<file path="src/rtl/s2a_pkg.sv">
// Shared types, codes and key tables for the scancode to ASCII character FIFO.
// No dependencies; every other file refers to this package by scoped names.
package s2a_pkg;

	localparam int FIFO_DEPTH_DEF = 128;
	localparam int CHAR_W         = 7;
	localparam int CODE_W         = 8;

	localparam logic OP_SCAN = 1'b0;
	localparam logic OP_POP  = 1'b1;

	localparam logic [CODE_W-1:0] MAKE_LSHIFT  = 8'h2A;
	localparam logic [CODE_W-1:0] MAKE_RSHIFT  = 8'h36;
	localparam logic [CODE_W-1:0] BREAK_LSHIFT = 8'hAA;
	localparam logic [CODE_W-1:0] BREAK_RSHIFT = 8'hB6;
	localparam logic [6:0]        TABLE_LEN    = 7'd59;

	typedef struct packed {
		logic              req;
		logic [CHAR_W-1:0] ch;
	} push_t;

	typedef struct packed {
		logic              char_valid;
		logic              key_waiting;
		logic [CHAR_W-1:0] character;
	} result_t;

	function automatic logic [CHAR_W-1:0] plain_char(input logic [5:0] idx);
		case (idx)
			6'd1:  plain_char = 7'h1B;
			6'd2:  plain_char = 7'h31;
			6'd3:  plain_char = 7'h32;
			6'd4:  plain_char = 7'h33;
			6'd5:  plain_char = 7'h34;
			6'd6:  plain_char = 7'h35;
			6'd7:  plain_char = 7'h36;
			6'd8:  plain_char = 7'h37;
			6'd9:  plain_char = 7'h38;
			6'd10: plain_char = 7'h39;
			6'd11: plain_char = 7'h30;
			6'd12: plain_char = 7'h2D;
			6'd13: plain_char = 7'h3D;
			6'd14: plain_char = 7'h08;
			6'd15: plain_char = 7'h09;
			6'd16: plain_char = 7'h71;
			6'd17: plain_char = 7'h77;
			6'd18: plain_char = 7'h65;
			6'd19: plain_char = 7'h72;
			6'd20: plain_char = 7'h74;
			6'd21: plain_char = 7'h79;
			6'd22: plain_char = 7'h75;
			6'd23: plain_char = 7'h69;
			6'd24: plain_char = 7'h6F;
			6'd25: plain_char = 7'h70;
			6'd26: plain_char = 7'h5B;
			6'd27: plain_char = 7'h5D;
			6'd28: plain_char = 7'h0A;
			6'd30: plain_char = 7'h61;
			6'd31: plain_char = 7'h73;
			6'd32: plain_char = 7'h64;
			6'd33: plain_char = 7'h66;
			6'd34: plain_char = 7'h67;
			6'd35: plain_char = 7'h68;
			6'd36: plain_char = 7'h6A;
			6'd37: plain_char = 7'h6B;
			6'd38: plain_char = 7'h6C;
			6'd39: plain_char = 7'h3B;
			6'd40: plain_char = 7'h27;
			6'd41: plain_char = 7'h60;
			6'd43: plain_char = 7'h5C;
			6'd44: plain_char = 7'h7A;
			6'd45: plain_char = 7'h78;
			6'd46: plain_char = 7'h63;
			6'd47: plain_char = 7'h76;
			6'd48: plain_char = 7'h62;
			6'd49: plain_char = 7'h6E;
			6'd50: plain_char = 7'h6D;
			6'd51: plain_char = 7'h2C;
			6'd52: plain_char = 7'h2E;
			6'd53: plain_char = 7'h2F;
			6'd55: plain_char = 7'h2A;
			6'd57: plain_char = 7'h20;
			default: plain_char = 7'h00;
		endcase
	endfunction

	function automatic logic [CHAR_W-1:0] upper_char(input logic [5:0] idx);
		case (idx)
			6'd1:  upper_char = 7'h1B;
			6'd2:  upper_char = 7'h21;
			6'd3:  upper_char = 7'h40;
			6'd4:  upper_char = 7'h23;
			6'd5:  upper_char = 7'h24;
			6'd6:  upper_char = 7'h25;
			6'd7:  upper_char = 7'h5E;
			6'd8:  upper_char = 7'h26;
			6'd9:  upper_char = 7'h2A;
			6'd10: upper_char = 7'h28;
			6'd11: upper_char = 7'h29;
			6'd12: upper_char = 7'h5F;
			6'd13: upper_char = 7'h2B;
			6'd14: upper_char = 7'h08;
			6'd15: upper_char = 7'h09;
			6'd16: upper_char = 7'h51;
			6'd17: upper_char = 7'h57;
			6'd18: upper_char = 7'h45;
			6'd19: upper_char = 7'h52;
			6'd20: upper_char = 7'h54;
			6'd21: upper_char = 7'h59;
			6'd22: upper_char = 7'h55;
			6'd23: upper_char = 7'h49;
			6'd24: upper_char = 7'h4F;
			6'd25: upper_char = 7'h50;
			6'd26: upper_char = 7'h7B;
			6'd27: upper_char = 7'h7D;
			6'd28: upper_char = 7'h0A;
			6'd30: upper_char = 7'h41;
			6'd31: upper_char = 7'h53;
			6'd32: upper_char = 7'h44;
			6'd33: upper_char = 7'h46;
			6'd34: upper_char = 7'h47;
			6'd35: upper_char = 7'h48;
			6'd36: upper_char = 7'h4A;
			6'd37: upper_char = 7'h4B;
			6'd38: upper_char = 7'h4C;
			6'd39: upper_char = 7'h3A;
			6'd40: upper_char = 7'h22;
			6'd41: upper_char = 7'h7E;
			6'd43: upper_char = 7'h7C;
			6'd44: upper_char = 7'h5A;
			6'd45: upper_char = 7'h58;
			6'd46: upper_char = 7'h43;
			6'd47: upper_char = 7'h56;
			6'd48: upper_char = 7'h42;
			6'd49: upper_char = 7'h4E;
			6'd50: upper_char = 7'h4D;
			6'd51: upper_char = 7'h3C;
			6'd52: upper_char = 7'h3E;
			6'd53: upper_char = 7'h3F;
			6'd55: upper_char = 7'h2A;
			6'd57: upper_char = 7'h20;
			default: upper_char = 7'h00;
		endcase
	endfunction

endpackage

</file>
<file path="src/rtl/s2a_decode.sv">
// Scancode decoder: tracks the shift keys and maps set-1 make codes to ASCII.
// Depends on s2a_pkg for codes, tables and the push request type.
module s2a_decode (
	input  logic                                  clk,
	input  logic                                  arst_n,
	input  logic                                  accept,
	input  logic                                  operation,
	input  logic [s2a_pkg::CODE_W-1:0]            scan_byte,
	output s2a_pkg::push_t                        push
);

	logic                         shift_q;
	logic [s2a_pkg::CHAR_W-1:0]   ch;
	logic                         is_make;
	logic                         is_break;
	logic                         in_table;

	assign is_make  = (scan_byte == s2a_pkg::MAKE_LSHIFT) || (scan_byte == s2a_pkg::MAKE_RSHIFT);
	assign is_break = (scan_byte == s2a_pkg::BREAK_LSHIFT)
		|| (scan_byte == s2a_pkg::BREAK_RSHIFT);
	assign in_table = !scan_byte[7] && (scan_byte[6:0] < s2a_pkg::TABLE_LEN);

	always_comb begin
		ch = shift_q ? s2a_pkg::upper_char(scan_byte[5:0])
			: s2a_pkg::plain_char(scan_byte[5:0]);
		push.ch  = ch;
		push.req = (operation == s2a_pkg::OP_SCAN) && !is_make && !is_break && in_table
			&& (ch != '0);
	end

	always_ff @(posedge clk or negedge arst_n) begin
		if (!arst_n) begin
			shift_q <= 1'b0;
		end else if (accept && (operation == s2a_pkg::OP_SCAN)) begin
			if (is_make) begin
				shift_q <= 1'b1;
			end else if (is_break) begin
				shift_q <= 1'b0;
			end
		end
	end

endmodule

</file>
<file path="src/rtl/s2a_ring.sv">
// Character ring buffer: one synchronous memory plus read and write pointers.
// Registers the result of each accepted word. Depends on s2a_pkg.
module s2a_ring #(
	parameter int FIFO_DEPTH = s2a_pkg::FIFO_DEPTH_DEF
) (
	input  logic                 clk,
	input  logic                 arst_n,
	input  logic                 accept,
	input  logic                 operation,
	input  s2a_pkg::push_t       push,
	output s2a_pkg::result_t     res_s1
);

	localparam int PTR_W = $clog2(FIFO_DEPTH);
	localparam logic [PTR_W-1:0] LAST = PTR_W'(FIFO_DEPTH - 1);

	logic [s2a_pkg::CHAR_W-1:0] mem [FIFO_DEPTH];
	logic [s2a_pkg::CHAR_W-1:0] rdata_s1;
	logic [PTR_W-1:0]           wp_q;
	logic [PTR_W-1:0]           rp_q;
	logic [PTR_W-1:0]           wp_inc;
	logic [PTR_W-1:0]           rp_inc;
	logic [PTR_W-1:0]           wp_nxt;
	logic [PTR_W-1:0]           rp_nxt;
	logic                       push_ok;
	logic                       pop_ok;
	logic                       pop_s1;
	logic                       waiting_s1;

	assign wp_inc  = (wp_q == LAST) ? '0 : wp_q + 1'b1;
	assign rp_inc  = (rp_q == LAST) ? '0 : rp_q + 1'b1;
	assign push_ok = accept && push.req && (wp_inc != rp_q);
	assign pop_ok  = accept && (operation == s2a_pkg::OP_POP) && (wp_q != rp_q);
	assign wp_nxt  = push_ok ? wp_inc : wp_q;
	assign rp_nxt  = pop_ok ? rp_inc : rp_q;

	always_ff @(posedge clk) begin
		if (push_ok) begin
			mem[wp_q] <= push.ch;
		end
		if (pop_ok) begin
			rdata_s1 <= mem[rp_q];
		end
	end

	always_ff @(posedge clk or negedge arst_n) begin
		if (!arst_n) begin
			wp_q       <= '0;
			rp_q       <= '0;
			pop_s1     <= 1'b0;
			waiting_s1 <= 1'b0;
		end else if (accept) begin
			wp_q       <= wp_nxt;
			rp_q       <= rp_nxt;
			pop_s1     <= pop_ok;
			waiting_s1 <= (wp_nxt != rp_nxt);
		end
	end

	always_comb begin
		res_s1.char_valid  = pop_s1;
		res_s1.key_waiting = waiting_s1;
		res_s1.character   = pop_s1 ? rdata_s1 : '0;
	end

endmodule

</file>
<file path="src/rtl/s2a_outbuf.sv">
// Output stage with skid register: holds the result word while the receiver stalls.
// Depends on s2a_pkg for the result type.
module s2a_outbuf (
	input  logic                 clk,
	input  logic                 arst_n,
	input  logic                 accept,
	input  s2a_pkg::result_t     res_s1,
	input  logic                 out_stall,
	output logic                 in_stall,
	output logic                 out_valid,
	output s2a_pkg::result_t     out_res
);

	logic             valid_s1;
	logic             skid_valid_q;
	s2a_pkg::result_t skid_q;

	assign in_stall  = skid_valid_q && valid_s1;
	assign out_valid = skid_valid_q || valid_s1;
	assign out_res   = skid_valid_q ? skid_q : res_s1;

	always_ff @(posedge clk or negedge arst_n) begin
		if (!arst_n) begin
			valid_s1     <= 1'b0;
			skid_valid_q <= 1'b0;
		end else begin
			if (!skid_valid_q || !valid_s1) begin
				valid_s1 <= accept;
			end
			if (skid_valid_q) begin
				if (!out_stall) begin
					skid_valid_q <= 1'b0;
				end
			end else if (valid_s1 && out_stall) begin
				skid_valid_q <= 1'b1;
			end
		end
	end

	always_ff @(posedge clk) begin
		if (!skid_valid_q && valid_s1 && out_stall) begin
			skid_q <= res_s1;
		end
	end

endmodule

</file>
<file path="src/rtl/scancode_to_ascii_fifo_top.sv">
// Set-1 scancode to ASCII converter with a character FIFO.
// Input channel: in_valid/in_stall with operation (0 = scancode byte, 1 = pop)
// and scan_byte. Output channel: out_valid/out_stall with character,
// char_valid and key_waiting; exactly one output word per input word, in order.
// Shift make/break codes update the shift state; other make codes below 59
// with a nonzero table entry push one character, dropped when the FIFO is full.
// The FIFO holds at most FIFO_DEPTH-1 characters.
// Each taken input word's result is registered before it reaches the output.
// Throughput: one word per cycle while in_stall is low; the memory has one
// write and one read port, and each word does at most one of the two.
// A stalled output word waits in a skid register while one more input word
// is taken; in_stall rises only when both output stage and skid are full.
// Reset (arst_n low) empties the FIFO and clears the shift state; the
// character memory itself is not cleared.
// Depends on s2a_pkg, s2a_decode, s2a_ring and s2a_outbuf.
module scancode_to_ascii_fifo_top #(
	parameter int FIFO_DEPTH = s2a_pkg::FIFO_DEPTH_DEF
) (
	input  logic                             clk,
	input  logic                             arst_n,
	input  logic                             in_valid,
	output logic                             in_stall,
	input  logic                             operation,
	input  logic [s2a_pkg::CODE_W-1:0]       scan_byte,
	output logic                             out_valid,
	input  logic                             out_stall,
	output logic [s2a_pkg::CHAR_W-1:0]       character,
	output logic                             char_valid,
	output logic                             key_waiting
);

	logic             accept;
	s2a_pkg::push_t   push;
	s2a_pkg::result_t res_s1;
	s2a_pkg::result_t out_res;

	assign accept = in_valid && !in_stall;

	s2a_decode u_decode (
		.clk       (clk),
		.arst_n    (arst_n),
		.accept    (accept),
		.operation (operation),
		.scan_byte (scan_byte),
		.push      (push)
	);

	s2a_ring #(
		.FIFO_DEPTH (FIFO_DEPTH)
	) u_ring (
		.clk       (clk),
		.arst_n    (arst_n),
		.accept    (accept),
		.operation (operation),
		.push      (push),
		.res_s1    (res_s1)
	);

	s2a_outbuf u_outbuf (
		.clk       (clk),
		.arst_n    (arst_n),
		.accept    (accept),
		.res_s1    (res_s1),
		.out_stall (out_stall),
		.in_stall  (in_stall),
		.out_valid (out_valid),
		.out_res   (out_res)
	);

	assign character   = out_res.character;
	assign char_valid  = out_res.char_valid;
	assign key_waiting = out_res.key_waiting;

endmodule

</file>
<file path="config.mk">
export PLATFORM = sky130hd
export DESIGN_NAME = scancode_to_ascii_fifo_top
export DESIGN_NICKNAME = d
export VERILOG_FILES = /design/src/rtl/s2a_pkg.sv /design/src/rtl/s2a_decode.sv /design/src/rtl/s2a_ring.sv /design/src/rtl/s2a_outbuf.sv /design/src/rtl/scancode_to_ascii_fifo_top.sv
export SDC_FILE = /design/constraint.sdc
export NUM_CORES = 1
export LEC_CHECK = 0
export BUFFER_PORTS_ARGS = -buffer_cell sky130_fd_sc_hd__buf_2
export CORE_MARGIN = 1.5
export CORE_UTILIZATION = 39
export CTS_CLUSTER_SIZE = 16
export DETAILED_ROUTE_END_ITERATION = 10
export PLACE_DENSITY = 0.66
export SETUP_SLACK_MARGIN = 0.02
export SLEW_MARGIN = 20
export SYNTH_ARGS = -nofsm -noshare
export SYNTH_HDL_FRONTEND = slang
export SYNTH_SLANG_ARGS = --single-unit
</file>
<file path="constraint.sdc">
create_clock -name clk -period 6.3 [get_ports clk]
set_input_delay 0.315 -clock clk [delete_from_list [all_inputs] [get_ports clk]]
set_output_delay 0.315 -clock clk [all_outputs]
set_load 0.03 [all_outputs]
</file>
==> After elaboration in Yosys (flattened, before gate mapping) <==
Memories as Yosys holds them, arrays and structs flattened. A register that Yosys moved wholly into a read port is not among the register bits.
Cells that the tools add are included.
{ "word_totals": {"register_bits": 28, "mem_bits_rw": 896, "romBits": 896, "input_bits": 13, "word_cells": 68, "memories": 3} }
{ "classes": {"n_addsub": 2, "magnitude_cmp": 1, "eq_ne": 9, "n_mux": 14, "n_bitwise": 1, "reduce_logical": 28} }
{ "memory_table": {"columns": ["memory", "depth", "word_bits", "read_ports", "rd_clocked_by_memory_dff", "wr", "line", "text"], "rows": [
  ["u_ring.mem", 128, 7, 1, 1, 1, "s2a_ring.sv:17", "logic [s2a_pkg::CHAR_W-1:0] mem [FIFO_DEPTH];"],
  ["(no name shown)", 64, 7, 1, 0, 0, "s2a_pkg.sv:89", "case (idx)"],
  ["(no name shown)", 64, 7, 1, 0, 0, "s2a_pkg.sv:30", "case (idx)"]
]} }
{ "op_table": {"columns": ["cell", "n"], "rows": [
  ["2-to-1 mux 7 bit", 6],
  ["!= test 7 bit", 3],
  ["equality test 8 x 6 -> 1 bit (second input constant)", 2],
  ["equality test 8 bit (second input constant)", 2],
  ["logical AND 1 bit", 15],
  ["adder 7 x 1 -> 7 bit (second input constant)", 2],
  ["equality test 7 bit (second input constant)", 2],
  ["2-to-1 mux 9 bit", 1],
  ["< comparator 7 x 6 -> 1 bit (second input constant)", 1],
  ["2-to-1 mux 1 bit", 7],
  ["nonzero test 7 bit", 1],
  ["zero test 1 bit", 6],
  ["logical OR 1 bit", 4],
  ["AND reduction 2 bit", 1],
  ["nonzero test 2 bit", 1],
  ["inverter 1 bit", 1]
]} }

==> Logic depth before layout (Yosys ltp) <==
Gate-level depths: netlist (run 1).
{ "logic_depth": {"ltp_word": 11, "ltp_mapped": 14, "depth_no_buf": 12} }

==> Modules after synthesis <==
Synthesis (run 1) repeated with hierarchy kept, for this count alone.
{ "unflattened": {"hier_cells": 1817, "area_unflattened_um2": 37955.2} }
{ "modules_own_cells": {"columns": ["mod", "n_inst", "cells_each", "area_each_um2"], "rows": [
  ["s2a_ring", 1, 1595, 36169.7],
  ["s2a_decode", 1, 195, 1281.2],
  ["s2a_outbuf", 1, 26, 490.5],
  ["scancode_to_ascii_fifo_top", 1, 1, 13.8]
]} }

==> Least setup slack after synthesis (run 1) <==
Ideal clock, no wire load.
{ "synth_timing": {"path_kind": "input -> register", "from": "in scan_byte[0] (netlist bit)", "to": "mem u_ring.mem[78][0] (netlist bit) (enable)", "setup_time_ns": 0.360, "arrival_ns": 7.097, "required_ns": 5.940, "path_slack_ns": -1.157, "path_stages": 13, "n_path_buf": 3, "path_cell_list": "buf_2 clkbuf_1 inv_1 ha_1 nor3b_1 o311ai_0 a31oi_1 or4_4 o21ai_4 nor2_1 nand3_1 clkbuf_1 nor2_1"} }
{ "synth_rtl": {"columns": ["item", "line", "text"], "rows": [
  ["start, declared", "scancode_to_ascii_fifo_top.sv:24", "input logic [s2a_pkg::CODE_W-1:0] scan_byte,"],
  ["end, declared", "s2a_ring.sv:17", null]
]} }

==> Worst setup path in the final report (run 1) <==
{ "layout_timing": {"from": "reg u_ring.wp_q[1]", "to": "mem u_ring.mem[98][1] (netlist bit) (enable)"} }
{ "layout_between": {"elab_chain_cells": 6} }
{ "layout_lines": {"columns": ["item", "line", "text"], "rows": [
  ["start, declared", "s2a_ring.sv:19", "logic [PTR_W-1:0] wp_q;"],
  ["start signal, assigned", "s2a_ring.sv:53", "wp_q <= wp_nxt;"],
  ["adder 7 x 1 -> 7 bit / equality test 7 bit (equally long branches)", "s2a_ring.sv:30", "assign wp_inc = (wp_q == LAST) ? '0 : wp_q + 1'b1;"],
  ["2-to-1 mux 7 bit", "s2a_ring.sv:30", null],
  ["!= test 7 bit", "s2a_ring.sv:32", "assign push_ok = accept && push.req && (wp_inc != rp_q);"],
  ["logical AND 1 bit", "s2a_ring.sv:32", null],
  ["2-to-1 mux 1 bit", "s2a_ring.sv:38", "if (push_ok) begin"],
  ["2-to-1 mux 1 bit (not written as such)", "s2a_ring.sv:39", "mem[wp_q] <= push.ch;"]
]} }
Parallel ways exist; a longest one is shown, timed or not.

==> results_tabular.tex, run 1 <==
\begin{tabular}{lr}
\hline
Metric & Value \\
\hline
\multicolumn{2}{l}{\textbf{Outcome}} \\
\quad Status & complete, no violations \\
\multicolumn{2}{l}{\textbf{Synth}} \\
\quad Mapped Cells & 1806 \\
\quad Register area share after synthesis & 73.6\% \\
\quad Number of flops mapped to enable cells by yosys & 912 \\
\quad Proportion of netlist area held by the largest area contributor & 72.4\% \\
\quad Library cells used by synthesis & 74 \\
\quad Area share of xor/xnor cells in the synthesized design & 0.635\% \\
\quad Top cell types by occurrence after synthesis & 912 x sky130\_fd\_sc\_hd\_\_edfxtp\_1, 296 x sky130\_fd\_sc\_hd\_\_mux4\_2, 153 x sky130\_fd\_sc\_hd\_\_nor2\_1 \\
\quad Syn Nets & 1835 \\
\quad Multiplexer area fraction after synthesis & 18.4\% \\
\quad Synth top area cells & sky130\_fd\_sc\_hd\_\_edfxtp\_1 72\%, sky130\_fd\_sc\_hd\_\_mux4\_2 18\%, sky130\_fd\_sc\_hd\_\_nor2\_1 1.5\% \\
\quad Post-synth design cell area & 37800 um2 \\
\quad Simple-gate share of the synthesized area & 3.52\% \\
\quad Top cell type by total area after synthesis & sky130\_fd\_sc\_hd\_\_edfxtp\_1 \\
\quad Average size of a mapped cell & 21.0 um2 \\
\quad Warnings from Yosys & 0 \\
\quad Proportion of synthesized flip-flops having asynchronous set or reset & 2.04\% \\
\quad Synth Area in Compound Gates & 1.92\% \\
\quad Most used flip-flop cell after synthesis & sky130\_fd\_sc\_hd\_\_edfxtp\_1 \\
\quad Dominant combinational cell family by area after synthesis & multiplexers \\
\quad \#FFs+latches synth & 931 \\
\quad Post-synthesis adder-cell area fraction & 0.529\% \\
\quad Most common cell in the synthesized netlist & sky130\_fd\_sc\_hd\_\_edfxtp\_1 \\
\multicolumn{2}{l}{\textbf{Global route}} \\
\quad Wire length of the first global-routing pass & 125 mm \\
\quad Pin count of the biggest net entering global routing & 100 \\
\quad Overflow after GRT & 0 \\
\quad Initial antenna violation count & 2 \\
\quad Global-route total usage across every layer & 17.0\% \\
\quad Vias in the first global route & 18500 \\
\multicolumn{2}{l}{\textbf{Clocking}} \\
\quad Maximum level of the CTS H-tree & 3 \\
\quad Clock transition at the register clock pins on the worst setup and hold paths after CTS & 60 ps \\
\quad Clock tree from TritonCTS & built \\
\quad CTS Root Cell & sky130\_fd\_sc\_hd\_\_clkbuf\_16 \\
\quad Number of buffers on the longest clock path & 3 \\
\quad Post-CTS Resized & 0 \\
\quad Later-pin clock latency in the skew report & 640 ps \\
\quad CTS sink cnt & 931 \\
\quad CTS buffer count & 94 \\
\quad Post-CTS setup buffer count & 0 \\
\multicolumn{2}{l}{\textbf{Drt}} \\
\quad Antenna-violating nets left & 0 \\
\quad Final wirelength & 83.4 mm \\
\quad Via count normalized by instance count & 5.69 \\
\quad Vias post-DR & 18200 \\
\quad DR WL/cell & 26.0 um \\
\quad \# DRC & 0 \\
\quad DRC marker count from the first detailed-route iteration & 2200 \\
\quad Detailed-routing iteration count for the pre-antenna-repair pass & 5 \\
\multicolumn{2}{l}{\textbf{Setup path}} \\
\quad Endpoint type of the worst setup path & flop \\
\quad Crit-path max FO & 13 \\
\quad Cell depth of the worst flop-to-flop path & 11 \\
\quad Critical path type & reg -> reg \\
\quad Kind of launch point of the worst setup path & flop \\
\quad Worst Path Required & 6570 ps \\
\quad Arrival time of data at the critical path endpoint & 4580 ps \\
\multicolumn{2}{l}{\textbf{Min path}} \\
\quad Worst min-delay path category & in -> async \\
\multicolumn{2}{l}{\textbf{Floorplanning}} \\
\quad Top-Level Pins & 24 \\
\quad Initial standard-cell utilization of the core & 39.2\% \\
\quad Die width & 314 um \\
\quad Standard-cell row count & 114 \\
\quad DIE HEIGHT & 314 um \\
\quad Floorplan Core Area & 96400 um2 \\
\quad Floorplan die area & 98900 um2 \\
\multicolumn{2}{l}{\textbf{Run}} \\
\quad MaxCap Viol Count & 0 \\
\multicolumn{2}{l}{\textbf{STA}} \\
\quad Sum of negative setup slack & 0 ps \\
\quad Final cycle utilization of the critical path & 68.4\% \\
\quad Highest Clock Rate & 0.232 GHz \\
\quad Final count of hold timing violations & 0 \\
\quad Max-slew violation count & 0 \\
\quad Setup-violating endpoint count in the final report & 0 \\
\quad Clk\_skew & 23.3 ps \\
\quad RSZ-0062 raised after global routing & no \\
\quad Transition at the pin with the smallest max-transition slack & 1050 ps \\
\quad Slew margin rel. & 30.3\% \\
\quad Shortest clock period the worst path allows after layout & 4310 ps \\
\multicolumn{2}{l}{\textbf{Pwr}} \\
\quad LEAKAGE & 13.0 nW \\
\quad Pwr Density & 395 nW/um2 \\
\quad Worst voltage drop across the vdd grid & 0.000319 V \\
\multicolumn{2}{l}{\textbf{Finish}} \\
\quad Layout overhead on the synthesized area & 12.1\% \\
\quad Proportion of layout cells with a drive suffix above 1 & 27.0\% \\
\quad Final-stage net count & 1881 \\
\quad Layout fillers & 8126 \\
\quad Final core utilization & 44.0\% \\
\multicolumn{2}{l}{\textbf{Placed design}} \\
\quad Count of buffers from port buffering & 23 \\
\quad Detailed-placement wirelength estimate & 51.3 mm \\
\quad Gp weighted congestion & 0.879 \\
\hline
\end{tabular}
## registers in the layout, indices dropped and copies added, names as in the netlist
register	flops
u_ring.pop_s1	1
u_outbuf.skid_valid_q	1
u_ring.waiting_s1	1
u_decode.shift_q	1
u_outbuf.valid_s1	1
u_ring.wp_q	7
u_ring.rp_q	7
u_outbuf.skid_q	9
u_ring.rdata_s1	7
u_ring.mem	896
## cell families (layout without fill, tap and decap cells)
kind of cell | Yosys count | in the layout
flip-flops | 931 | 931
multiplexers | 323 | 323
AND/OR/NAND/NOR | 288 | 288
buffers and inverters | 125 | 246
AO/OA/AOI/OAI | 99 | 99
XOR/XNOR | 24 | 24
adder cells (fa/ha/maj) | 16 | 16
other | 0 | 1
## final cells by class
class	instances	area [um2]	area share (%)
Timing Repair Buffer	60	430	1.01
Clock inverter	55	430	1.01
Inverter	15	58.8	0.139
Tap cell	1276	1600	3.76
Sequential cell	931	27900	65.7
Antenna cell	1	2.50	0.00590
Multi-Input combinational cell	750	9520	22.4
Clock buffer	116	2500	5.89
## stage by stage
stage                     worst slack, ps  instance area (um2)  cells  hold WS [ps]  power [W]
after floorplan                       652                37800   1806          19.4     0.0103
after global placement               1590                39400   3027           309     0.0116
after detailed placement             1430                39400   3027           319     0.0116
after CTS                            2010                42400   3203           170     0.0169
after global routing                 1800                42400   3203           219     0.0173
final                                1990                42400   3204           183     0.0167
## final timing paths
check | slack [ps] | to | startpoint
worst min-delay path | 180 | u_outbuf.valid_s1$_DFFE_PN0N_ | arst_n
worst max-delay path | 1990 | u_ring.mem[98][1]$_DFFE_PP_ | u_ring.wp_q[1]$_DFFE_PN0P_
min in group clk | 330 | u_ring.wp_q[3]$_DFFE_PN0P_ | scan_byte[6]
max in group asynchronous | 5710 | u_ring.rp_q[0]$_DFFE_PN0P_ | arst_n
worst min register to register | 470 | u_outbuf.skid_q[7]$_DFFE_PP_ | u_ring.waiting_s1$_DFFE_PN0P_
worst max register to register | 1990 | u_ring.mem[98][1]$_DFFE_PP_ | u_ring.wp_q[1]$_DFFE_PN0P_
## repair_timing
action                                 4_1_cts  5_1_grt
endpoints found under the hold margin       22        0
setup endpoints to repair                    0        0
hold buffers                                 5        0
## metal layers
layer | vias up | GRT usage (%) | wire length [um]
met1 | 9745 | 24.1 | 34900
met4 | 0 | 4.13 | 1670
li1 | 7616 | - | -
met5 | - | 0 | 0
met2 | 730 | 27.9 | 41500
met3 | 124 | 2.56 | 5420
## worst max-delay path, stage by stage (launching register included)
cell,delay [ps]
sky130_fd_sc_hd__dfrtp_1,560
sky130_fd_sc_hd__ha_1,340
sky130_fd_sc_hd__and3_1,230
sky130_fd_sc_hd__and3_1,280
sky130_fd_sc_hd__or4_1,520
sky130_fd_sc_hd__nand3_1,110
sky130_fd_sc_hd__o31a_1,240
sky130_fd_sc_hd__o21ai_4,150
sky130_fd_sc_hd__nor2_1,240
sky130_fd_sc_hd__nand3b_1,300
sky130_fd_sc_hd__buf_4,350
sky130_fd_sc_hd__nor2_1,590
## placed cells by master (no fill, tap or decap), types with 6 or more instances in the layout
cell                        count
sky130_fd_sc_hd__mux4_2       296
sky130_fd_sc_hd__inv_1         14
sky130_fd_sc_hd__nand2b_1      13
sky130_fd_sc_hd__ha_1          16
sky130_fd_sc_hd__a21oi_1       21
sky130_fd_sc_hd__nand3_1       22
sky130_fd_sc_hd__bufinv_16      6
sky130_fd_sc_hd__clkbuf_1      19
sky130_fd_sc_hd__clkinv_2      15
sky130_fd_sc_hd__dfrtp_1       16
sky130_fd_sc_hd__nand3b_1       6
sky130_fd_sc_hd__clkinv_1      27
sky130_fd_sc_hd__xnor2_1       14
sky130_fd_sc_hd__nor3_1         6
sky130_fd_sc_hd__mux2_2        20
sky130_fd_sc_hd__a21o_1         7
sky130_fd_sc_hd__and2_1        12
sky130_fd_sc_hd__clkbuf_16     97
sky130_fd_sc_hd__xor2_1         8
sky130_fd_sc_hd__buf_2         23
sky130_fd_sc_hd__nand2_1       37
sky130_fd_sc_hd__edfxtp_1     912
sky130_fd_sc_hd__nor2b_1        7
sky130_fd_sc_hd__nor2_1       152
sky130_fd_sc_hd__buf_4         30
sky130_fd_sc_hd__o21ai_0       15
## power breakdown
part           total (W)  internal, W  leakage [nW]  switching, W
combinational    0.00426      0.00205          3.10       0.00221
clock            0.00531      0.00305          1.43       0.00226
sequential       0.00715      0.00700          8.45      0.000156
Power figures use the tool's default switching activity.
==> run 2, diff against run 1 <==
- clock period: 6.3 -> 3.55 ns (I/O delays scaled with it)
==> run 2 against run 1 <==
  * Clock power up 78%
  * Count of clock-buffer cells in the layout down 7
  * Clock skew up 6.3 ps
  * Largest cell class unchanged
  * Critical path depth grew 2
  * Sequential share of layout area shrank 3.3 points
  * Hold slack got worse by 160 ps
  * Via count up 2.7%
  * Wire length is 5.3% higher
  * Critical path type unchanged
  * Cell count is 5.0% higher
  * Power up 81%
==> results_tabular.tex, run 2 (same netlist as run 1, synthesis figures left out) <==
\begin{tabular}{lr}
\hline
Metric & Value \\
\hline
\multicolumn{2}{l}{\textbf{Outcome}} \\
\quad Status & complete, no violations (unchanged) \\
\multicolumn{2}{l}{\textbf{STA}} \\
\quad RSZ-0062 raised after global routing & yes (was no) \\
\quad Sum of negative setup slack & 0 ps (unchanged) \\
\quad Setup-violating endpoint count in the final report & 0 (unchanged) \\
\quad Shortest clock period the worst path allows after layout & 3510 ps (was 4310 ps) \\
\quad Clk\_skew & 29.6 ps (was 23.3 ps) \\
\quad Slew margin rel. & 30.2\% (was 30.3\%) \\
\quad Max-slew violation count & 0 (unchanged) \\
\quad Transition at the pin with the smallest max-transition slack & 1050 ps (about the same) \\
\quad Highest Clock Rate & 0.285 GHz (was 0.232 GHz) \\
\quad Final count of hold timing violations & 0 (unchanged) \\
\quad Final cycle utilization of the critical path & 98.9\% (was 68.4\%) \\
\multicolumn{2}{l}{\textbf{Finish}} \\
\quad Total area of sequential cells & 27900 um2 (about the same) \\
\quad Commonest cells after routing, fill and taps aside & 912 x sky130\_fd\_sc\_hd\_\_edfxtp\_1, 296 x sky130\_fd\_sc\_hd\_\_mux4\_2, 162 x sky130\_fd\_sc\_hd\_\_buf\_4 (was 912 x sky130\_fd\_sc\_hd\_\_edfxtp\_1, 296 x sky130\_fd\_sc\_hd\_\_mux4\_2, 152 x sky130\_fd\_sc\_hd\_\_nor2\_1) \\
\quad Diode count & 0 (was 1) \\
\quad Area taken by multi-input logic gates & 10200 um2 (was 9520 um2) \\
\quad Regs by FF count & u\_ring.mem x896, u\_outbuf.skid\_q x9 (unchanged) \\
\quad Layout fillers & 7947 (was 8126) \\
\quad Non-filler cells in the finished layout & 3363 (was 3204) \\
\quad Flip-flop count of the largest register, all copies and words added & 896 (unchanged) \\
\quad Final-stage net count & 2043 (was 1881) \\
\quad Register with the highest flop count & u\_ring.mem (unchanged) \\
\quad Layout overhead on the synthesized area & 18.0\% (was 12.1\%) \\
\quad Most common library cell in the layout ignoring fill and taps & sky130\_fd\_sc\_hd\_\_edfxtp\_1 (unchanged) \\
\quad Proportion of layout cells with a drive suffix above 1 & 38.1\% (was 27.0\%) \\
\multicolumn{2}{l}{\textbf{Setup path}} \\
\quad Family of cells with the greatest summed delay on the critical path & simple AND/OR/NAND/NOR gates (unchanged) \\
\quad Kind of launch point of the worst setup path & flop (unchanged) \\
\quad Endpoint type of the worst setup path & flop (unchanged) \\
\quad Setup slack of the worst register-to-register path & 40 ps (was 1990 ps) \\
\quad Critical path type & reg -> reg (unchanged) \\
\quad Worst Path Required & 4090 ps (was 6570 ps) \\
\quad CP max stage delay & 570 ps (was 590 ps) \\
\quad R2r startpoint & u\_decode.shift\_q\$\_DFFE\_PN0P\_ (was u\_ring.wp\_q[1]\$\_DFFE\_PN0P\_) \\
\quad Arrival time of data at the critical path endpoint & 4050 ps (was 4580 ps) \\
\quad Beginning of the critical path & u\_decode.shift\_q\$\_DFFE\_PN0P\_ (was u\_ring.wp\_q[1]\$\_DFFE\_PN0P\_) \\
\quad Critical path cell sequence & buf\_4, nor2\_2, a31oi\_1, o32ai\_2, or3\_4, or4\_4, o21ai\_4, buf\_4, buf\_4, o31a\_1, nor3\_1, or3b\_1, o32a\_1 (was ha\_1, and3\_1, and3\_1, or4\_1, nand3\_1, o31a\_1, o21ai\_4, nor2\_1, nand3b\_1, buf\_4, nor2\_1) \\
\quad Most repeated library cell on the critical path & sky130\_fd\_sc\_hd\_\_buf\_4 \\
\quad Count of buffering cells on the critical path with inverters included & 3 (was 1) \\
\quad Slowest cell on the critical path & sky130\_fd\_sc\_hd\_\_or4\_4 (was sky130\_fd\_sc\_hd\_\_nor2\_1) \\
\quad Crit-path max FO & 7 (was 13) \\
\quad Reg-to-reg endpoint & u\_ring.waiting\_s1\$\_DFFE\_PN0P\_ (was u\_ring.mem[98][1]\$\_DFFE\_PP\_) \\
\quad Cell depth of the worst flop-to-flop path & 13 (was 11) \\
\multicolumn{2}{l}{\textbf{Floorplanning}} \\
\quad Die width & 314 um (unchanged) \\
\quad Top-Level Pins & 24 (unchanged) \\
\quad Initial standard-cell utilization of the core & 39.2\% (unchanged) \\
\quad Standard-cell row count & 114 (unchanged) \\
\quad Floorplan Core Area & 96400 um2 (unchanged) \\
\quad DIE HEIGHT & 314 um (unchanged) \\
\quad Floorplan die area & 98900 um2 (unchanged) \\
\multicolumn{2}{l}{\textbf{Drt}} \\
\quad Final wirelength & 87.8 mm (was 83.4 mm) \\
\quad Detailed-routing iteration count for the pre-antenna-repair pass & 5 (unchanged) \\
\quad Antenna-violating nets left & 0 (unchanged) \\
\quad \# DRC & 0 (unchanged) \\
\quad DR WL/cell & 26.1 um (was 26.0 um) \\
\quad Vias post-DR & 18700 (was 18200) \\
\quad DRC marker count from the first detailed-route iteration & 1994 (was 2200) \\
\quad Via count normalized by instance count & 5.56 (was 5.69) \\
\multicolumn{2}{l}{\textbf{Clocking}} \\
\quad Maximum level of the CTS H-tree & 3 (unchanged) \\
\quad CTS Root Cell & sky130\_fd\_sc\_hd\_\_clkbuf\_16 (unchanged) \\
\quad Clock tree from TritonCTS & built (unchanged) \\
\quad CTS buffer count & 91 (was 94) \\
\quad Number of buffers on the longest clock path & 3 (unchanged) \\
\quad Clock transition at the register clock pins on the worst setup and hold paths after CTS & 70 ps (was 60 ps) \\
\quad Later-pin clock latency in the skew report & 670 ps (was 640 ps) \\
\quad CTS sink cnt & 931 (unchanged) \\
\multicolumn{2}{l}{\textbf{Global route}} \\
\quad Pin count of the biggest net entering global routing & 129 (was 100) \\
\quad Vias in the first global route & 19100 (was 18500) \\
\quad Overflow after GRT & 0 (unchanged) \\
\quad Wire length of the first global-routing pass & 130 mm (was 125 mm) \\
\quad Initial antenna violation count & 3 (was 2) \\
\quad Global-route total usage across every layer & 18.0\% (was 17.0\%) \\
\multicolumn{2}{l}{\textbf{Placed design}} \\
\quad Placed Cells & 3180 (was 3027) \\
\quad Gp weighted congestion & 0.892 (was 0.879) \\
\quad Detailed-placement wirelength estimate & 55.9 mm (was 51.3 mm) \\
\quad Count of buffers from port buffering & 23 (unchanged) \\
\multicolumn{2}{l}{\textbf{Min path}} \\
\quad Worst min-delay path category & in -> async (unchanged) \\
\multicolumn{2}{l}{\textbf{Pwr}} \\
\quad Worst voltage drop across the vdd grid & 0.000395 V (was 0.000319 V) \\
\quad Pwr Density & 679 nW/um2 (was 395 nW/um2) \\
\quad LEAKAGE & 13.9 nW (was 13.0 nW) \\
\multicolumn{2}{l}{\textbf{Run}} \\
\quad MaxCap Viol Count & 0 (unchanged) \\
\hline
\end{tabular}
[run 2: cell types whose count changed in the layout (fill, tap and decap cells not counted), moves of 3 or more]
cell / before / now
sky130_fd_sc_hd__nor2_1: 152 / 59
sky130_fd_sc_hd__buf_12: 2 / 30
sky130_fd_sc_hd__nor2_4: 1 / 72
sky130_fd_sc_hd__nor2_2: 1 / 23
sky130_fd_sc_hd__clkinv_1: 27 / 17
sky130_fd_sc_hd__buf_4: 30 / 162
sky130_fd_sc_hd__clkinv_2: 15 / 19
sky130_fd_sc_hd__clkbuf_16: 97 / 91
sky130_fd_sc_hd__inv_6: 1 / 4
sky130_fd_sc_hd__buf_6: 0 / 4
[run 2: timing repair]
| action | CTS | global route |
|---|---|---|
| buffers inserted | 0 | 11 |
| resized for setup | 6 | 29 |
| setup endpoints to repair | 33 | 266 |
| hold endpoints to repair | 24 | 0 |
| hold buffers | 6 | 0 |
| pin swaps | 0 | 9 |
[run 2: cell type report]
class	instances	area share [%]
multi-input cells	750	22.8
well taps	1276	3.58
clock buffers	109	5.25
repair buffers	225	4.56
clock inverters	57	1.26
inverters	15	0.146
flip-flops and latches	931	62.4
[run 2: worst reg2reg max path, cell delays in order, from the launching register on]
cell	delay (ps)
sky130_fd_sc_hd__dfrtp_2	430
sky130_fd_sc_hd__buf_4	130
sky130_fd_sc_hd__nor2_2	40
sky130_fd_sc_hd__a31oi_1	230
sky130_fd_sc_hd__o32ai_2	110
sky130_fd_sc_hd__or3_4	400
sky130_fd_sc_hd__or4_4	570
sky130_fd_sc_hd__o21ai_4	290
sky130_fd_sc_hd__buf_4	170
sky130_fd_sc_hd__buf_4	100
sky130_fd_sc_hd__o31a_1	170
sky130_fd_sc_hd__nor3_1	80
sky130_fd_sc_hd__or3b_1	360
sky130_fd_sc_hd__o32a_1	300
[run 2: power breakdown]
group          internal (W)  leakage (nW)  switching, W
clock               0.00534          1.42       0.00412
combinational       0.00407          4.06       0.00428
sequential           0.0124          8.45      0.000112
total                0.0218          13.9       0.00850
[run 2: worst max path at each step]
stage | depth (start not counted) | to | slack, ps
floorplan | 14 | u_ring.waiting_s1$_DFFE_PN0P_ | -590
global placement | 14 | u_ring.mem[113][6]$_DFFE_PP_ | -250
detailed placement | 13 | u_ring.waiting_s1$_DFFE_PN0P_ | -240
CTS | 11 | u_ring.mem[98][5]$_DFFE_PP_ | 20
global route | 13 | u_ring.waiting_s1$_DFFE_PN0P_ | -120
finish | 13 | u_ring.waiting_s1$_DFFE_PN0P_ | 40
[run 2: layer usage]
metal / part of all wire, % / routed length (um) / track usage (%) / vias to the layer above
met5: 0.022 / 19 / 0 / -
met1: 42 / 37000 / 25.3 / 9965
li1: - / - / - / 7954
met4: 2.5 / 2230 / 5.08 / 2
met3: 6.7 / 5910 / 3.47 / 132
met2: 49 / 42700 / 28.7 / 661
[run 2: metrics by stage]
step           power [W]  setup WS (ps)  util [%]  hold slack, ps  instance area (um2)
2_1_floorplan     0.0182           -593         -            -118                38600
3_3_place_gp      0.0211           -245      43.0             169                41500
3_5_place_dp      0.0212           -237      43.0             175                41500
4_1_cts           0.0306           19.0      46.1            6.87                44500
5_1_grt           0.0313           -118      46.3            65.6                44600
6_report          0.0303           39.2      46.3            22.6                44600
==> run 3, diff against run 2 <==
- CORE_UTILIZATION: 39 -> 57
- CTS_CLUSTER_SIZE: 16 -> unset
- PLACE_DENSITY: 0.66 -> 0.87
==> run 3 against run 2 <==
  * Global-route usage up 11 points
  * Hold slack got worse by 4.7 ps
  * Clock skew rose by 5.7 ps
  * First-iteration DRC count grew 44%
  * Register-to-register slack got worse by 30 ps
  * Highest routed layer unchanged
==> results_tabular.tex, run 3 (same netlist as run 1, synthesis figures left out) <==
\begin{tabular}{lr}
\hline
Metric & Value \\
\hline
\multicolumn{2}{l}{\textbf{STA}} \\
\quad RSZ-0062 raised after global routing & yes (unchanged) \\
\quad Clk\_skew & 35.3 ps (was 29.6 ps) \\
\quad Max-slew violation count & 0 (unchanged) \\
\quad Post-route setup slack & 7.23 ps (was 39.2 ps) \\
\quad Transition at the pin with the smallest max-transition slack & 1080 ps (was 1050 ps) \\
\quad Final count of hold timing violations & 0 (unchanged) \\
\quad Highest Clock Rate & 0.282 GHz (was 0.285 GHz) \\
\quad Final cycle utilization of the critical path & 99.8\% (was 98.9\%) \\
\quad Setup-violating endpoint count in the final report & 0 (unchanged) \\
\quad Slew margin rel. & 27.9\% (was 30.2\%) \\
\quad Shortest clock period the worst path allows after layout & 3540 ps (was 3510 ps) \\
\multicolumn{2}{l}{\textbf{Pwr}} \\
\quad Total design power & 0.0305 W (was 0.0303 W) \\
\quad Pwr Density & 695 nW/um2 (was 679 nW/um2) \\
\quad LEAKAGE & 13.7 nW (was 13.9 nW) \\
\quad Worst voltage drop across the vdd grid & 0.000478 V (was 0.000395 V) \\
\multicolumn{2}{l}{\textbf{Finish}} \\
\quad Regs by FF count & u\_ring.mem x896, u\_outbuf.skid\_q x9 (unchanged) \\
\quad Diode count & 0 (unchanged) \\
\quad Most common library cell in the layout ignoring fill and taps & sky130\_fd\_sc\_hd\_\_edfxtp\_1 (unchanged) \\
\quad Non-filler cells in the finished layout & 2922 (was 3363) \\
\quad Layout overhead on the synthesized area & 16.0\% (was 18.0\%) \\
\quad Flip-flop count of the largest register, all copies and words added & 896 (unchanged) \\
\quad Commonest cells after routing, fill and taps aside & 912 x sky130\_fd\_sc\_hd\_\_edfxtp\_1, 296 x sky130\_fd\_sc\_hd\_\_mux4\_2, 144 x sky130\_fd\_sc\_hd\_\_buf\_4 (was 912 x sky130\_fd\_sc\_hd\_\_edfxtp\_1, 296 x sky130\_fd\_sc\_hd\_\_mux4\_2, 162 x sky130\_fd\_sc\_hd\_\_buf\_4) \\
\quad Proportion of layout cells with a drive suffix above 1 & 37.4\% (was 38.1\%) \\
\quad Design Area, Final & 43900 um2 (was 44600 um2) \\
\quad Register with the highest flop count & u\_ring.mem (unchanged) \\
\quad Final-stage net count & 2015 (was 2043) \\
\multicolumn{2}{l}{\textbf{Setup path}} \\
\quad Critical path type & reg -> reg (unchanged) \\
\quad Crit-path max FO & 10 (was 7) \\
\quad Family of cells with the greatest summed delay on the critical path & simple AND/OR/NAND/NOR gates (unchanged) \\
\quad Slowest cell on the critical path & sky130\_fd\_sc\_hd\_\_nor2\_1 (was sky130\_fd\_sc\_hd\_\_or4\_4) \\
\quad Kind of launch point of the worst setup path & flop (unchanged) \\
\quad Endpoint type of the worst setup path & flop (unchanged) \\
\quad Critical path cell sequence & ha\_2, and3\_1, and3\_1, or4\_1, nand3\_1, o31a\_1, buf\_4, o211ai\_4, buf\_4, buf\_12, nor2\_1 (was buf\_4, nor2\_2, a31oi\_1, o32ai\_2, or3\_4, or4\_4, o21ai\_4, buf\_4, buf\_4, o31a\_1, nor3\_1, or3b\_1, o32a\_1) \\
\quad Arrival time of data at the critical path endpoint & 3800 ps (was 4050 ps) \\
\quad Count of buffering cells on the critical path with inverters included & 3 (unchanged) \\
\quad CP max stage delay & 670 ps (was 570 ps) \\
\quad Worst Path Required & 3810 ps (was 4090 ps) \\
\multicolumn{2}{l}{\textbf{Global route}} \\
\quad Initial antenna violation count & 6 (was 3) \\
\quad Global-route total usage across every layer & 28.9\% (was 18.0\%) \\
\quad Overflow after GRT & 0 (unchanged) \\
\quad Wire length of the first global-routing pass & 140 mm (was 130 mm) \\
\quad Vias in the first global route & 20100 (was 19100) \\
\quad Pin count of the biggest net entering global routing & 129 (unchanged) \\
\multicolumn{2}{l}{\textbf{Drt}} \\
\quad DR WL/cell & 32.8 um (was 26.1 um) \\
\quad Final wirelength & 95.9 mm (was 87.8 mm) \\
\quad Antenna-violating nets left & 0 (unchanged) \\
\quad Via count normalized by instance count & 6.89 (was 5.56) \\
\quad \# DRC & 0 (unchanged) \\
\quad Vias post-DR & 20100 (was 18700) \\
\quad DRC marker count from the first detailed-route iteration & 2868 (was 1994) \\
\quad Detailed-routing iteration count for the pre-antenna-repair pass & 5 (unchanged) \\
\multicolumn{2}{l}{\textbf{Clocking}} \\
\quad Clock tree from TritonCTS & built (unchanged) \\
\quad Number of buffers on the longest clock path & 3 (unchanged) \\
\quad Clock transition at the register clock pins on the worst setup and hold paths after CTS & 70 ps (about the same) \\
\quad CTS buffer count & 88 (was 91) \\
\quad Later-pin clock latency in the skew report & 660 ps (was 670 ps) \\
\quad Maximum level of the CTS H-tree & 3 (unchanged) \\
\quad CTS Root Cell & sky130\_fd\_sc\_hd\_\_clkbuf\_16 (unchanged) \\
\quad CTS sink cnt & 931 (unchanged) \\
\multicolumn{2}{l}{\textbf{Placed design}} \\
\quad Gp weighted congestion & 0.871 (was 0.892) \\
\quad Cell area after placement & 40800 um2 (was 41500 um2) \\
\quad Worst slack after detailed placement & -390 ps (was -237 ps) \\
\quad Detailed-placement wirelength estimate & 55.3 mm (was 55.9 mm) \\
\quad Placed Cells & 2752 (was 3180) \\
\quad Count of buffers from port buffering & 23 (unchanged) \\
\multicolumn{2}{l}{\textbf{Floorplanning}} \\
\quad Die width & 261 um (was 314 um) \\
\quad DIE HEIGHT & 261 um (was 314 um) \\
\quad Initial standard-cell utilization of the core & 57.6\% (was 39.2\%) \\
\quad Floorplan Core Area & 65700 um2 (was 96400 um2) \\
\quad Top-Level Pins & 24 (unchanged) \\
\quad Floorplan die area & 67900 um2 (was 98900 um2) \\
\quad Standard-cell row count & 94 (was 114) \\
\multicolumn{2}{l}{\textbf{Min path}} \\
\quad Worst min-delay path category & in -> async (unchanged) \\
\multicolumn{2}{l}{\textbf{Run}} \\
\quad MaxCap Viol Count & 0 (unchanged) \\
\multicolumn{2}{l}{\textbf{Outcome}} \\
\quad Status & complete, no violations (unchanged) \\
\hline
\end{tabular}
run 3: changes by cell type in the layout (fill, tap and decap cells not counted), moves of 4 or more:
| cell | before | now |
|---|---|---|
| sky130_fd_sc_hd__buf_12 | 30 | 26 |
| sky130_fd_sc_hd__buf_4 | 162 | 144 |
| sky130_fd_sc_hd__clkinv_2 | 19 | 13 |
| sky130_fd_sc_hd__nor2_1 | 59 | 50 |
| sky130_fd_sc_hd__nor2_2 | 23 | 27 |
| sky130_fd_sc_hd__nor2_4 | 72 | 77 |
run 3: worst paths after layout:
kind                                          startpoint                      endpoint  slack (ps)  depth (start not counted)
hold reg to reg            u_ring.waiting_s1$_DFFE_PN0P_  u_outbuf.skid_q[7]$_DFFE_PP_         540                          0
hold / removal                                    arst_n    u_ring.rp_q[1]$_DFFE_PN0P_          20                          2
min in group clk                               operation     u_ring.pop_s1$_DFFE_PN0P_         130                          3
setup / recovery              u_ring.wp_q[0]$_DFFE_PN0P_   u_ring.mem[23][3]$_DFFE_PP_           7                         11
setup reg to reg              u_ring.wp_q[0]$_DFFE_PN0P_   u_ring.mem[23][3]$_DFFE_PP_           7                         11
max in group asynchronous                         arst_n    u_ring.rp_q[0]$_DFFE_PN0P_        3160                          2
run 3: per-stage QoR:
stage,hold WS [ps],TNS [ps],util [%]
2_1_floorplan,-118,-580730,-
3_3_place_gp,147,-15480,62.1
3_5_place_dp,160,-58220,62.1
4_1_cts,19.6,0,66.7
5_1_grt,68.6,0,66.8
6_report,17.9,0,66.8
run 3: cell type report:
cell class / count / area, um2
Timing Repair Buffer: 200 / 1790
Clock inverter: 56 / 618
Tap cell: 864 / 1080
Sequential cell: 931 / 27900
Multi-Input combinational cell: 750 / 10200
Clock buffer: 106 / 2280
Fill cell: 3783 / 21800
Inverter: 15 / 63.8
run 3: power by group:
| part | total [W] | leakage [nW] | internal [W] | switching (W) |
|---|---|---|---|---|
| Clock | 0.00951 | 1.40 | 0.00536 | 0.00415 |
| Sequential | 0.0126 | 8.45 | 0.0124 | 0.000139 |
| Combinational | 0.00844 | 3.90 | 0.00397 | 0.00447 |
run 3: layer usage:
metal | GRT usage (%) | routed length [um] | part of all wire (%)
met3 | 6.00 | 9930 | 10
met4 | 12.6 | 4540 | 4.7
met1 | 39.1 | 34300 | 36
met2 | 46.2 | 47000 | 49
met5 | 0 | 60 | 0.063
run 3: worst reg2reg max path, cell delays in order, from the launching register on:
cell                       delay, ps
sky130_fd_sc_hd__dfrtp_1         390
sky130_fd_sc_hd__ha_2            220
sky130_fd_sc_hd__and3_1          240
sky130_fd_sc_hd__and3_1          220
sky130_fd_sc_hd__or4_1           500
sky130_fd_sc_hd__nand3_1          90
sky130_fd_sc_hd__o31a_1          230
sky130_fd_sc_hd__buf_4           160
sky130_fd_sc_hd__o211ai_4         80
sky130_fd_sc_hd__buf_4           170
sky130_fd_sc_hd__buf_12          170
sky130_fd_sc_hd__nor2_1          670
run 3: what timing repair did:
action / in CTS / in global routing
setup buffers: 1 / 2
endpoints found under the setup margin: 237 / 347
hold endpoints to repair: 24 / 0
gates resized for setup: 27 / 13
pin swaps: 1 / 3
hold buffers: 5 / 0
